$ cat src/rtl/mpts_ram.sv
`timescale 1ns / 1ps
// mpts_ram: generic simple dual-port ram, one write and one registered read port
// no dependencies

module mpts_ram #(
	parameter int WIDTH = 8,
	parameter int DEPTH = 16
) (
	input  logic                     clk,
	input  logic                     we,
	input  logic [$clog2(DEPTH)-1:0] waddr,
	input  logic [WIDTH-1:0]         wdata,
	input  logic [$clog2(DEPTH)-1:0] raddr,
	output logic [WIDTH-1:0]         rdata
);

	logic [WIDTH-1:0] mem [DEPTH];

	always_ff @(posedge clk) begin
		if (we) begin
			mem[waddr] <= wdata;
		end
		rdata <= mem[raddr];
	end

endmodule

$ cat config.mk
export PLATFORM = sky130hd
export DESIGN_NAME = mpts_ram
export DESIGN_NICKNAME = d
export VERILOG_FILES = /design/src/rtl/mpts_ram.sv
export SDC_FILE = /design/constraint.sdc
export NUM_CORES = 1
export LEC_CHECK = 0
export BUFFER_PORTS_ARGS = -buffer_cell sky130_fd_sc_hd__buf_2
export CAP_MARGIN = 20
export CORE_ASPECT_RATIO = 1.25
export CORE_UTILIZATION = 45
export CTS_CLUSTER_SIZE = 12
export DETAILED_ROUTE_END_ITERATION = 12
export GPL_TIMING_DRIVEN = 0
export PLACE_DENSITY = 0.63
export SYNTH_ARGS = -nofsm -noshare
export SYNTH_HDL_FRONTEND = slang
export SYNTH_SLANG_ARGS = --single-unit
$ cat constraint.sdc
create_clock -name clk -period 2.1 [get_ports clk]
set_input_delay 0.63 -clock clk [delete_from_list [all_inputs] [get_ports clk]]
set_output_delay 0.63 -clock clk [all_outputs]
set_load 0.01 [all_outputs]
==> metrics.cfg <==
[run_status]
status = complete, but fails checks
violations = design-rule violations

[clocking]
clockRootBuffer = clkbuf_16
cts.sinks = 136
post-cts-setup-buffer-count = 0
clk_pin_slew_ns = 0.06
tritoncts = yes
clock_path_buffers = 2
cts-htree-levels = 4
cts_buffers = 17
insertion_delay_ns = 0.41
post_cts_resized = 0
hold_buffers = 0

[global_routing]
grt.total_usage_pct = 17.7
grt_pass1_vias = 2420
antenna_found_initial = 0
grt_overflow_total = 0
grt_pass1_wl_mm = 14.1
grt_max_degree = 17

[floorplanning]
rows = 43
die_w_um = 97.7
dieArea_mm2 = 0.0119
die_y_um = 122
ios = 26
start_util_pct = 46.2
coreArea_mm2 = 0.0111

[power_and_ir_drop]
ir_drop_mv = 0.707
leakagePower_nw = 2.04
power_density_mw_per_mm2 = 1020

[routing]
top_layer = met4
dr_wl_met2_mm = 4.96
viasPerCell = 5.59
via_count = 2364
drt_first_pass_iters = 9
drtIter0Drc = 232
wire_per_inst_um = 22.8
wl_met3_um = 507
wirelength_mm = 9.64
drc = 4
routedLengthMet1_mm = 4.00
postRouteAntennaNets = 0

[sta]
fmaxAchievable_ghz = 0.531
timing_max_transition_violations_final = 0
setup_viol = 0
final-hold-violation-count = 0
setup_slack_ns = 0.217
hold-worst-slack_ns = 0.623
final.min_clock_period_ns = 1.88
clock_skew_ns = 0.00782
worstMarginPinSlew_ns = 0.812
fin_crit_sh_pct = 89.7
setup_tns_ns = 0
rsz0062_at_grt = no
timing.slew.headroom_pct = 45.7

[cells_and_area]
n_antenna_cell = 0
nNetsFinal = 293
final_cell_mix = edfxtp_1, buf_2, mux4_2
synthToLayoutAreaGrowth_pct = 17.3
drive_gt1_share_pct = 29.5
final_common_cell = edfxtp_1

[synthesis]
syn_nets = 247
ys_types = 19
synth.avg_cell_area_um2 = 22.5
ys_seq_area_share_pct = 77.8
synthCells = 229
synth_warnings = 0
ys_seq_elements = 136
netlist_area_mm2 = 0.00515

[critical_path]
critPathLaunchType = primary input
timing.setup.critical_path_class = primary input to flop
arrival_ns = 1.91
crit_fanout = 8
end_kind = flop
worst_ep_required_time_ns = 2.13

[placement]
hpwl_mm = 6.21
dp_slack_ns = -0.226
routabilityCongestion = 0.834
portBuffers = 24

[worst_hold_path]
hold_class = primary input to flop

[job]
drv_cap = 0

-- state kept, by name (all words and copies together) (netlist names) --
signal  flops
rdata       8
mem       128
-- synthesized netlist by cell type, drive strengths merged --
library cell   instances  area [um2]
and2b                  1        7.51
nor2b                  1        6.26
mux4                  32         773
nor2                  13        48.8
nand3                  1        5.00
dfxtp                  8         160
buf                    7        56.3
or3b                   1        8.76
nor3                   4        20.0
clkdlybuf4s25          3        30.0
and2                   1        6.26
nand3b                 2        15.0
edfxtp               128        3840
nand2                  9        33.8
nand2b                 2        12.5
a22oi                 16         120
-- per-layer routing --
metal,global-route usage (%),vias to the layer above
met1,22.0,1212
met2,29.6,79
met4,7.29,0
met5,0,-
li1,-,1066
met3,5.05,7
-- metrics by stage --
step           instance area, um2  utilization, %  std cells  power (mW)
3_3_place_gp                 5440            48.9        388        3.39
2_1_floorplan                5150               -        229        3.27
6_report                     6040            54.2        423        6.19
4_1_cts                      6040            54.2        423        6.25
3_5_place_dp                 5460            49.0        391        3.40
5_1_grt                      6040            54.2        423        6.37
-- final cells by class --
class / instances / area [um2]
flip-flops and latches: 136 / 4000
clock inverters: 9 / 98.8
clock buffers: 23 / 478
plain buffers: 10 / 86.3
well taps: 135 / 169
fillers: 830 / 5100
repair buffers: 27 / 140
multi-input cells: 83 / 1060
-- cells by family (layout without fill, tap and decap cells) --
group | count (synthesis) | after routing | share of synthesized area (%)
compound gates | 16 | 16 | 2.33
buf+inv | 10 | 69 | 1.68
flops | 136 | 136 | 77.8
mux | 32 | 32 | 15.0
simple gates | 35 | 35 | 3.18
-- power breakdown --
group / switching, mW / internal [mW] / total, mW
sequential: 0.0133 / 3.04 / 3.05
combinational: 0.172 / 0.122 / 0.294
clock: 1.02 / 1.83 / 2.84
total: 1.20 / 4.99 / 6.19
-- critical path, cell delays in order --
cell and delay, ns:
buf_2 0.11, or3b_2 0.53, nor2_1 0.64
-- worst paths after layout --
kind | startpoint | endpoint | slack, ns | cells past startpoint
worst max-delay path | waddr[2] | mem[2][5] | 0.22 | 3
worst max register to register | mem[0][3] | rdata[3] | 0.66 | 3
worst min register to register | mem[14][2] | rdata[2] | 0.69 | 3
worst min-delay path | wdata[5] | mem[12][5] | 0.62 | 1
No activity file was read; power rests on OpenSTA's default activity.
